$ cat src/rtl/core/rau_pkg.sv
// Shared types and constants of the rational arithmetic unit.
`timescale 1ns / 1ps
package rau_pkg;
   localparam int OperandWidth = 16;
   localparam int NumWidth     = 33;
   localparam int DenWidth     = 32;
   localparam int MagWidth     = 33;
   localparam int CntWidth     = 6;

   localparam logic [1:0] KindAdd = 2'd0;
   localparam logic [1:0] KindSub = 2'd1;
   localparam logic [1:0] KindMul = 2'd2;
   localparam logic [1:0] KindDiv = 2'd3;

   // Controller to datapath commands.
   typedef struct packed {
      logic load;      // capture operands, multiply step 1
      logic form;      // form raw parts
      logic gcd_init;  // load magnitudes into gcd registers
      logic gcd_step;  // one binary gcd step
      logic div_init;  // start the two divisions
      logic div_step;  // one restoring division bit
      logic finish;    // apply signs, present result
   } rau_cmd_type;

   // Datapath to controller status.
   typedef struct packed {
      logic skip;      // a raw part is zero
      logic gcd_done;
      logic div_done;
   } rau_sts_type;
endpackage

$ cat src/rtl/core/rau_datapath.sv
// Datapath: products, binary gcd and serial division of both parts.
`timescale 1ns / 1ps
module rau_datapath (
   input  logic                                    clock,
   input  rau_pkg::rau_cmd_type                    cmd,
   output rau_pkg::rau_sts_type                    sts,
   input  logic [1:0]                              req_kind,
   input  logic signed [rau_pkg::OperandWidth-1:0] req_a_num,
   input  logic signed [rau_pkg::OperandWidth-1:0] req_a_den,
   input  logic signed [rau_pkg::OperandWidth-1:0] req_b_num,
   input  logic signed [rau_pkg::OperandWidth-1:0] req_b_den,
   output logic signed [rau_pkg::NumWidth-1:0]     rsp_res_num,
   output logic signed [rau_pkg::DenWidth-1:0]     rsp_res_den,
   output logic                                    rsp_zero_den
);
   localparam int W  = rau_pkg::OperandWidth;
   localparam int PW = 2 * W;
   localparam int MW = rau_pkg::MagWidth;
   localparam int CntWidthL = rau_pkg::CntWidth;

   logic [1:0] kind_ff;
   logic signed [PW-1:0] p0_ff, p1_ff, p2_ff;
   logic signed [PW-1:0] p0_in, p1_in, p2_in;
   logic signed [rau_pkg::NumWidth-1:0] num_ff;
   logic signed [rau_pkg::DenWidth-1:0] den_ff;
   logic [MW-1:0] gx_ff, gy_ff, nq_ff, dq_ff, nr_ff, dr_ff;
   logic [CntWidthL-1:0] sh_ff;
   logic [CntWidthL-1:0] bit_ff;
   logic signed [rau_pkg::NumWidth-1:0] rnum_ff;
   logic signed [rau_pkg::DenWidth-1:0] rden_ff;
   logic zd_ff;

   // Products chosen by kind; p0 a_num times x, p1 second term, p2 denominator.
   always_comb begin
      case (req_kind)
         rau_pkg::KindMul: begin
            p0_in = PW'(req_a_num * req_b_num);
            p1_in = '0;
            p2_in = PW'(req_a_den * req_b_den);
         end
         rau_pkg::KindDiv: begin
            p0_in = PW'(req_a_num * req_b_den);
            p1_in = '0;
            p2_in = PW'(req_a_den * req_b_num);
         end
         default: begin
            p0_in = PW'(req_a_num * req_b_den);
            p1_in = PW'(req_b_num * req_a_den);
            p2_in = PW'(req_a_den * req_b_den);
         end
      endcase
   end

   logic signed [rau_pkg::NumWidth-1:0] sum_w;
   assign sum_w = (kind_ff == rau_pkg::KindSub)
                  ? rau_pkg::NumWidth'(p0_ff) - rau_pkg::NumWidth'(p1_ff)
                  : rau_pkg::NumWidth'(p0_ff) + rau_pkg::NumWidth'(p1_ff);

   logic [MW-1:0] mag_n, mag_d;
   assign mag_n = num_ff[rau_pkg::NumWidth-1] ? MW'(-num_ff) : MW'(num_ff);
   assign mag_d = den_ff[rau_pkg::DenWidth-1] ? MW'(-$signed({den_ff[31], den_ff}))
                                              : MW'({1'b0, den_ff});

   assign sts.skip     = (num_ff == '0) || (den_ff == '0);
   assign sts.gcd_done = (gy_ff == '0);
   assign sts.div_done = (bit_ff == '0);

   // Gcd, shifted back: divisor for both parts.
   logic [MW-1:0] g_w;
   assign g_w = gx_ff << sh_ff;

   logic [MW:0] ntry, dtry;
   assign ntry = {nr_ff, nq_ff[MW-1]} - {1'b0, g_w};
   assign dtry = {dr_ff, dq_ff[MW-1]} - {1'b0, g_w};

   always_ff @(posedge clock) begin
      if (cmd.load) begin
         kind_ff <= req_kind;
         p0_ff <= p0_in;
         p1_ff <= p1_in;
         p2_ff <= p2_in;
      end
      if (cmd.form) begin
         num_ff <= sum_w;
         den_ff <= rau_pkg::DenWidth'(p2_ff);
      end
      if (cmd.gcd_init) begin
         gx_ff <= mag_n;
         gy_ff <= mag_d;
         sh_ff <= '0;
      end else if (cmd.gcd_step) begin
         // Stein: strip common twos, then odd-odd subtract.
         if (!gx_ff[0] && !gy_ff[0]) begin
            gx_ff <= gx_ff >> 1;
            gy_ff <= gy_ff >> 1;
            sh_ff <= sh_ff + 1'b1;
         end else if (!gx_ff[0]) begin
            gx_ff <= gx_ff >> 1;
         end else if (!gy_ff[0]) begin
            gy_ff <= gy_ff >> 1;
         end else if (gx_ff >= gy_ff) begin
            gx_ff <= gy_ff;
            gy_ff <= (gx_ff - gy_ff) >> 1;
         end else begin
            gy_ff <= (gy_ff - gx_ff) >> 1;
         end
      end
      if (cmd.div_init) begin
         nq_ff  <= mag_n;
         dq_ff  <= mag_d;
         nr_ff  <= '0;
         dr_ff  <= '0;
         bit_ff <= CntWidthL'(MW);
      end else if (cmd.div_step) begin
         bit_ff <= bit_ff - 1'b1;
         if (!ntry[MW]) begin
            nr_ff <= ntry[MW-1:0];
            nq_ff <= {nq_ff[MW-2:0], 1'b1};
         end else begin
            nr_ff <= {nr_ff[MW-2:0], nq_ff[MW-1]};
            nq_ff <= {nq_ff[MW-2:0], 1'b0};
         end
         if (!dtry[MW]) begin
            dr_ff <= dtry[MW-1:0];
            dq_ff <= {dq_ff[MW-2:0], 1'b1};
         end else begin
            dr_ff <= {dr_ff[MW-2:0], dq_ff[MW-1]};
            dq_ff <= {dq_ff[MW-2:0], 1'b0};
         end
      end
      if (cmd.finish) begin
         zd_ff <= (den_ff == '0);
         if (sts.skip) begin
            rnum_ff <= num_ff;
            rden_ff <= den_ff;
         end else begin
            rnum_ff <= num_ff[rau_pkg::NumWidth-1] ? -$signed(nq_ff) : $signed(nq_ff);
            rden_ff <= den_ff[rau_pkg::DenWidth-1]
                       ? rau_pkg::DenWidth'(-$signed(dq_ff))
                       : rau_pkg::DenWidth'(dq_ff);
         end
      end
   end

   assign rsp_res_num  = rnum_ff;
   assign rsp_res_den  = rden_ff;
   assign rsp_zero_den = zd_ff;
endmodule

$ cat src/rtl/core/rau_control.sv
// Controller: sequences products, gcd and divisions for one transaction.
`timescale 1ns / 1ps
module rau_control (
   input  logic                 clock,
   input  logic                 reset,
   input  logic                 start,
   output logic                 busy,
   output logic                 rsp_valid,
   output rau_pkg::rau_cmd_type cmd,
   input  rau_pkg::rau_sts_type sts
);
   typedef enum logic [6:0] {
      ST_IDLE = 7'b0000001,
      ST_FORM = 7'b0000010,
      ST_GINI = 7'b0000100,
      ST_GCD  = 7'b0001000,
      ST_DINI = 7'b0010000,
      ST_DIV  = 7'b0100000,
      ST_FIN  = 7'b1000000
   } state_type;

   state_type state_ff, state_in;
   logic valid_ff, valid_in;

   // Next state and commands.
   always_comb begin
      state_in = state_ff;
      cmd      = '0;
      valid_in = 1'b0;
      case (state_ff)
         ST_IDLE: if (start) begin
            cmd.load = 1'b1;
            state_in = ST_FORM;
         end
         ST_FORM: begin
            cmd.form = 1'b1;
            state_in = ST_GINI;
         end
         ST_GINI: begin
            if (sts.skip) begin
               state_in = ST_FIN;
            end else begin
               cmd.gcd_init = 1'b1;
               state_in = ST_GCD;
            end
         end
         ST_GCD: begin
            if (sts.gcd_done) begin
               state_in = ST_DINI;
            end else begin
               cmd.gcd_step = 1'b1;
            end
         end
         ST_DINI: begin
            cmd.div_init = 1'b1;
            state_in = ST_DIV;
         end
         ST_DIV: begin
            if (sts.div_done) begin
               state_in = ST_FIN;
            end else begin
               cmd.div_step = 1'b1;
            end
         end
         ST_FIN: begin
            cmd.finish = 1'b1;
            valid_in = 1'b1;
            state_in = ST_IDLE;
         end
         default: state_in = ST_IDLE;
      endcase
   end

   always_ff @(posedge clock) begin
      if (reset) begin
         state_ff <= ST_IDLE;
         valid_ff <= 1'b0;
      end else begin
         state_ff <= state_in;
         valid_ff <= valid_in;
      end
   end

   assign busy      = (state_ff != ST_IDLE);
   assign rsp_valid = valid_ff;
endmodule

$ cat src/rtl/core/rational_arith_unit.sv
// Top level of the rational arithmetic unit.
//  channel  | handshake           | payload
//  request  | start & !busy       | req_kind, req_a_num, req_a_den, req_b_num, req_b_den
//  response | rsp_valid, 1 cycle  | rsp_res_num, rsp_res_den, rsp_zero_den
// A transaction runs from acceptance to the result edge through products and forming,
// the binary gcd loop and a 33-bit restoring division of both parts.
// A zero raw part skips reduction and goes on to the result.
// busy is high from acceptance until the result strobe; the receiver cannot stall.
// Synchronous active-high reset returns the controller to idle.
`timescale 1ns / 1ps
module rational_arith_unit (
   input  logic                                    clock,
   input  logic                                    reset,
   input  logic                                    start,
   output logic                                    busy,
   input  logic [1:0]                              req_kind,
   input  logic signed [rau_pkg::OperandWidth-1:0] req_a_num,
   input  logic signed [rau_pkg::OperandWidth-1:0] req_a_den,
   input  logic signed [rau_pkg::OperandWidth-1:0] req_b_num,
   input  logic signed [rau_pkg::OperandWidth-1:0] req_b_den,
   output logic                                    rsp_valid,
   output logic signed [rau_pkg::NumWidth-1:0]     rsp_res_num,
   output logic signed [rau_pkg::DenWidth-1:0]     rsp_res_den,
   output logic                                    rsp_zero_den
);
   rau_pkg::rau_cmd_type cmd;
   rau_pkg::rau_sts_type sts;

   rau_control u_control (
      .clock(clock), .reset(reset), .start(start), .busy(busy),
      .rsp_valid(rsp_valid), .cmd(cmd), .sts(sts)
   );

   rau_datapath u_datapath (
      .clock(clock), .cmd(cmd), .sts(sts),
      .req_kind(req_kind), .req_a_num(req_a_num), .req_a_den(req_a_den),
      .req_b_num(req_b_num), .req_b_den(req_b_den),
      .rsp_res_num(rsp_res_num), .rsp_res_den(rsp_res_den),
      .rsp_zero_den(rsp_zero_den)
   );
endmodule

$ cat config.mk
export PLATFORM = sky130hd
export DESIGN_NAME = rational_arith_unit
export DESIGN_NICKNAME = d
export VERILOG_FILES = /design/src/rtl/core/rau_pkg.sv /design/src/rtl/core/rau_datapath.sv /design/src/rtl/core/rau_control.sv /design/src/rtl/core/rational_arith_unit.sv
export SDC_FILE = /design/constraint.sdc
export NUM_CORES = 2
export LEC_CHECK = 0
export ABC_AREA = 0
export BUFFER_PORTS_ARGS = -buffer_cell sky130_fd_sc_hd__buf_2
export CORE_MARGIN = 2
export CORE_UTILIZATION = 45
export CTS_CLUSTER_DIAMETER = 30
export DETAILED_ROUTE_END_ITERATION = 10
export PLACE_DENSITY = 0.64
export SLEW_MARGIN = 20
export SYNTH_ARGS = -nofsm -noshare
export SYNTH_HDL_FRONTEND = slang
export SYNTH_SLANG_ARGS = --single-unit
export TNS_END_PERCENT = 50
$ cat constraint.sdc
create_clock -name clock -period 10.2 [get_ports clock]
set_input_delay 0.51 -clock clock [delete_from_list [all_inputs] [get_ports clock]]
set_output_delay 0.51 -clock clock [all_outputs]
set_load 0.005 [all_outputs]
* Yosys cells after proc, flatten, opt, wreduce, memory -nomap -nowiden
Index checks and enable logic that the tools add are counted.
** Word-level totals
- Word-level logic and storage cells :: 115
- Bits in registers :: 447
- Input port bits :: 69
** Operators by class
- $lt $le $gt $ge :: 1
- Mux-type cells :: 45
- $mul :: 4
- Shift-type cells :: 1
- Reduce and logical (&&, ||, !) cells :: 16
- $add $sub $neg :: 12
- Eq/ne operators :: 16
** Operators with widths (number)
- 33-bit two-way mux :: 22
- 32-bit two-way mux :: 5
- 16-bit by 16-bit multiplier with 32-bit output :: 4
- 34-bit by 33-bit subtractor with 34-bit output :: 2
- 33-bit zero test :: 2
- 33-bit negator :: 2
- 33-bit subtractor :: 2
- 7-bit case mux with 6 select lines :: 1
- 32-bit by 32-bit adder with 33-bit output :: 1
- 33-bit greater-or-equal comparator :: 1
- 32-bit negator with 33-bit output :: 1
- 33-bit by 6-bit << shifter with 33-bit output :: 1
- 32-bit by 32-bit subtractor with 33-bit output :: 1
- 32-bit zero test :: 1
- 32-bit negator :: 1
- 7-bit two-way mux :: 4
- 1-bit two-way mux :: 13
- 4-bit inequality test (second input constant) :: 2
- 7-bit by 1-bit == test with 1-bit output (second input constant) :: 1
- 7-bit by 2-bit == test with 1-bit output (second input constant) :: 1
- 7-bit by 3-bit == test with 1-bit output (second input constant) :: 1
- 7-bit by 4-bit == test with 1-bit output (second input constant) :: 1
- 7-bit by 5-bit == test with 1-bit output (second input constant) :: 1
- 7-bit by 6-bit == test with 1-bit output (second input constant) :: 1
- 16 further kinds :: 23

* Depth between registers and ports, before layout
- Depth in word-level cells :: 7
- Gate-level depth with buffers :: 26
- Mapped depth without buffers :: 24

* Modules after synthesis
Synthesis repeated with hierarchy kept, for this count alone.
** Unflattened totals
- Cell total of the unflattened synthesis :: 7715
- Area, all modules :: 70696.6 µm²
** By module, submodules not included
- rau_datapath :: area each 70181.1 µm², cells an instance 7663, instances 1
- rau_control :: area each 515.5 µm², cells an instance 52, instances 1

* Worst setup path before layout
No wires, ideal clock.
- Kind :: input to register
- From :: in req_a_num[15] (netlist bit)
- To :: reg u_datapath.p0_ff[31] (data pin)
- Required time :: 9.927 ns
- Slack :: 3.373 ns
- Path buffers :: 1
- Data arrival time :: 6.555 ns
- Cell stages on the path :: 21
- Library setup time :: 0.273 ns
- Cells stage by stage :: clkbuf_1 -> nand2_1 -> inv_1 -> fa_1 -> fa_1 -> fa_1 -> fa_1 -> fa_1 -> inv_1 -> fa_1 -> inv_1 -> ha_1 -> and2_1 -> a221oi_1 -> o21bai_1 -> a41o_1 -> a41o_1 -> or4_1 -> a31oi_1 -> xnor2_1 -> a211oi_1
** Between the ends
- Longest elaborated chain between the ends :: 2
** RTL lines
- start: declaration :: RTL line rational_arith_unit.sv:17 : input logic signed [rau_pkg::OperandWidth-1:0] req_a_num,
- 16-bit by 16-bit multiplier with 32-bit output (on tied branches) :: RTL line rau_datapath.sv:42, rau_datapath.sv:47, rau_datapath.sv:37
- 32-bit two-way mux *
- via u_datapath.p0_in[31] :: RTL line rau_datapath.sv:23 : logic signed [PW-1:0] p0_in, p1_in, p2_in;
- end signal: assignment :: RTL line rau_datapath.sv:79 : p0_ff <= p0_in;
- end: declaration :: RTL line rau_datapath.sv:22 : logic signed [PW-1:0] p0_ff, p1_ff, p2_ff;
The timed path passes the listed nets; every way through them passes the cells marked *.
A chain may end at the register's enable or synchronous reset.

* Worst setup path in the final report
- From :: in req_b_den[2] (netlist bit)
- To :: reg u_datapath.p0_ff[31] (data pin)
** Between the ends
- Longest elaborated chain between the ends :: 2
** RTL lines
- start: declaration :: RTL line rational_arith_unit.sv:20 : input logic signed [rau_pkg::OperandWidth-1:0] req_b_den,
- 16-bit by 16-bit multiplier with 32-bit output :: RTL line rau_datapath.sv:42, rau_datapath.sv:47
- 32-bit two-way mux
- via u_datapath.p0_in[31] :: RTL line rau_datapath.sv:23
The timed path passes the listed nets, and every way through them passes these cells.

==> impl_metrics.json <==
{
  "final_area_um2": 76100,
  "cts.sinks": 447,
  "grt_pass1_wl_um": 319000,
  "slowest_stage": "fa_1",
  "cts-resized-gates": 0,
  "drtIter0Drc": 3937,
  "io_buffers": 136,
  "hp-class": "input pin to flop",
  "ys_seq_elements": 447,
  "antenna_found_initial": 10,
  "post_cts_buffers": 0,
  "ff2ff_setup_slack_ns": 4.05,
  "die_height_um": 399,
  "place_inst": 9552,
  "dp_hpwl_um": 154000,
  "path_cells": "buf_2 > nand2_1 > inv_1 > fa_1 > fa_1 > fa_1 > fa_1 > fa_1 > inv_1 > fa_1 > inv_1 > ha_1 > and2_1 > a221oi_1 > o21bai_1 > a41o_1 > a41o_1 > or4_1 > a31oi_1 > xnor2_1 > a211oi_1",
  "rows": 144,
  "cp.required_ns": 10.59,
  "fmax_mhz": 139,
  "hold_viol": 0,
  "dieArea_um2": 159000,
  "syn_area_per_cell_um2": 9.10,
  "gp_congestion": 0.937,
  "cp_top_family": "adder cells",
  "rsz0062_at_grt": "no",
  "ant_nets": 0,
  "grt.overflow.total": 0,
  "outcome": "completed",
  "drive_gt1_share_pct": 5.96,
  "drc": 0,
  "hold_buffers": 0,
  "yosysWarnings": 0,
  "die_x_um": 399,
  "startpoint_type": "input pin",
  "ys_seq_area_share_pct": 17.9,
  "r2r-end": "u_datapath.nr_ff[3]",
  "max-clock-path-buffers": 3,
  "placed_area_um2": 72200,
  "nets": 9241,
  "ios": 137,
  "timing.final.crit_share_pct": 70.3,
  "cts_tree": "done",
  "synth_cell_type_count": 96,
  "synthArstFlopShare_pct": 0,
  "grt_pass1_vias": 56500,
  "slew_headroom_pct": 26.4,
  "path_clk_slew_ns": 0.05,
  "critPathLaunch": "req_b_den[2]",
  "cp.depth": 21,
  "ctsHtreeMaxLevel": 3,
  "drv_cap": 0,
  "wl_um": 201000,
  "setup-violations-final": 0,
  "crit_top_cell": "fa_1",
  "ctsRootBufferMaster": "clkbuf_16",
  "clock_latency_ns": 0.71,
  "drtPass1Iterations": 5,
  "area_growth_syn_to_layout_pct": 8.56,
  "coreArea_um2": 154000,
  "crit_arrival_ns": 7.56,
  "finalNonFillerCells": 9762,
  "period_needed_ns": 7.17,
  "track_usage_pct": 25.8,
  "reg2regPathDepth": 21,
  "post-route-util_pct": 49.3,
  "crit_fanout": 32,
  "post_drt_wl_per_cell_um": 20.6,
  "via_per_inst": 5.55,
  "cts_buffers": 108,
  "syn_nets": 9323,
  "syn_area_um2": 70100,
  "critPathKind": "input pin to flop",
  "path_buf_inv": 4,
  "synth_flop_cell": "edfxtp_1",
  "crit_path_end_kind": "flop",
  "final-max-slew-violation-count": 0,
  "crit_path_end": "u_datapath.p0_ff[31]",
  "tns_ns": 0,
  "syn_inst": 7701,
  "start_util_pct": 45.4,
  "synth_edf_count": 361,
  "worst_slew_pin_slew_ns": 1.10,
  "finalClockSkew_ns": 0.0455,
  "grt_start_max_net_pins": 103,
  "vias": 54200,
  "critPathMaxStageDelay_ns": 0.91,
  "worstReg2RegStart": "u_datapath.sh_ff[0]"
}
-- Yosys cell counts (all sizes together) (20+ instances only) --
| cell type | number | area share, % |
|---|---|---|
| a211o | 21 | 0.26 |
| a211oi | 37 | 0.41 |
| a21o | 139 | 1.5 |
| a21oi | 286 | 2.0 |
| a31oi | 30 | 0.29 |
| and2 | 508 | 4.5 |
| buf | 56 | 0.42 |
| clkbuf | 311 | 1.7 |
| dfxtp | 86 | 2.5 |
| edfxtp | 361 | 15 |
| fa | 1053 | 30 |
| ha | 500 | 8.9 |
| inv | 1270 | 6.8 |
| mux2i | 83 | 1.2 |
| mux4 | 22 | 0.71 |
| nand2 | 941 | 5.0 |
| nand2b | 64 | 0.57 |
| nand3 | 105 | 0.75 |
| nand4 | 34 | 0.30 |
| nor2 | 348 | 1.9 |
| nor2b | 42 | 0.37 |
| nor3 | 73 | 0.54 |
| nor4 | 22 | 0.27 |
| o21a | 43 | 0.46 |
| o21ai | 442 | 3.2 |
| o21bai | 42 | 0.45 |
| o311ai | 43 | 0.54 |
| o31ai | 48 | 0.51 |
| o41ai | 24 | 0.30 |
| or2 | 20 | 0.18 |
| or3 | 32 | 0.30 |
| xnor2 | 200 | 2.5 |
| xor2 | 208 | 2.6 |
-- cell type report --
type | instances | area, um^2
multi-input cells | 5616 | 51400
clock inverters | 76 | 971
repair buffers | 175 | 986
clock buffers | 127 | 2860
fillers | 14500 | 78300
well taps | 2044 | 2560
diodes | 6 | 15.0
flip-flops and latches | 447 | 12600
inverters | 1271 | 4770
-- worst register-to-register path, stage by stage (launching register included) --
cell and delay (ns):
dfxtp_1 0.30, buf_4 0.43, clkinv_1 0.49, or3_1 0.49, o21ai_0 0.10, mux2i_1 0.15, mux2_2 0.31, o22ai_1 0.21
nand2b_1 0.23, ha_1 0.42, and4_1 0.20, nor2b_1 0.14, o21a_1 0.19, o31a_1 0.28, a211oi_2 0.27, o31ai_1 0.18
a211oi_2 0.30, a21oi_1 0.15, xnor2_2 0.13, buf_4 0.54, mux2i_1 0.40, o21ai_1 0.08
-- state kept, by name, summed over array words and instances (netlist names) --
name / count
u_datapath.dq_ff: 33
u_datapath.dr_ff: 33
u_datapath.gx_ff: 33
u_datapath.gy_ff: 33
u_datapath.nq_ff: 33
u_datapath.nr_ff: 33
u_datapath.num_ff: 33
u_datapath.rsp_res_num: 33
u_datapath.den_ff: 32
u_datapath.p0_ff: 32
u_datapath.p1_ff: 32
u_datapath.p2_ff: 32
u_datapath.rsp_res_den: 32
u_control.state_ff: 7
u_datapath.bit_ff: 6
u_datapath.sh_ff: 6
u_datapath.kind_ff: 2
u_control.rsp_valid: 1
u_datapath.rsp_zero_den: 1
-- stage by stage --
step	hold WS (ns)	setup slack, ns
3_5_place_dp	0.405	2.39
2_1_floorplan	0.400	3.37
6_report	0.102	3.03
3_3_place_gp	0.404	2.54
4_1_cts	0.0307	3.13
5_1_grt	0.0619	2.66
-- worst min-delay path by stage --
stage / from / end / slack [ns] / cells after the start
2_1_floorplan: u_datapath.p2_ff[0] / u_datapath.den_ff[0] / 0.40 / 0
3_3_place_gp: u_datapath.p2_ff[15] / u_datapath.den_ff[15] / 0.40 / 0
3_5_place_dp: u_datapath.p2_ff[22] / u_datapath.den_ff[22] / 0.41 / 0
4_1_cts: reset / u_control.state_ff[5] / 0.03 / 2
5_1_grt: reset / u_control.state_ff[5] / 0.06 / 2
6_report: reset / u_control.state_ff[3] / 0.10 / 2
-- metal layers --
metal / track usage [%] / wire [um] / up-vias
met2: 42.8 / 94700 / 1877
met4: 10.5 / 8870 / 6
met1: 33.9 / 84400 / 27100
li1: - / - / 24700
met3: 3.52 / 13000 / 426
met5: 0 / 43 / -
-- cells in the final DEF (no fill, tap or decap), drive strengths merged, types with 175 or more instances in the layout --
master / n
buf: 175
o21ai: 442
and2: 508
edfxtp: 361
xnor2: 200
xor2: 208
a21oi: 286
inv: 1286
nor2: 348
fa: 1053
nand2: 941
ha: 500
-- logic make-up after synthesis --
kind of cell / share of synthesized area (%)
buf+inv: 8.89
xor+xnor: 5.10
mux: 2.18
fa+ha+maj: 39.0
flops: 17.9
compound gates: 11.4
simple gates: 15.5
other cells: 0.00535
Power is not shown: default switching activity piles up to over one toggle a cycle in this logic, so the estimate is an artifact.
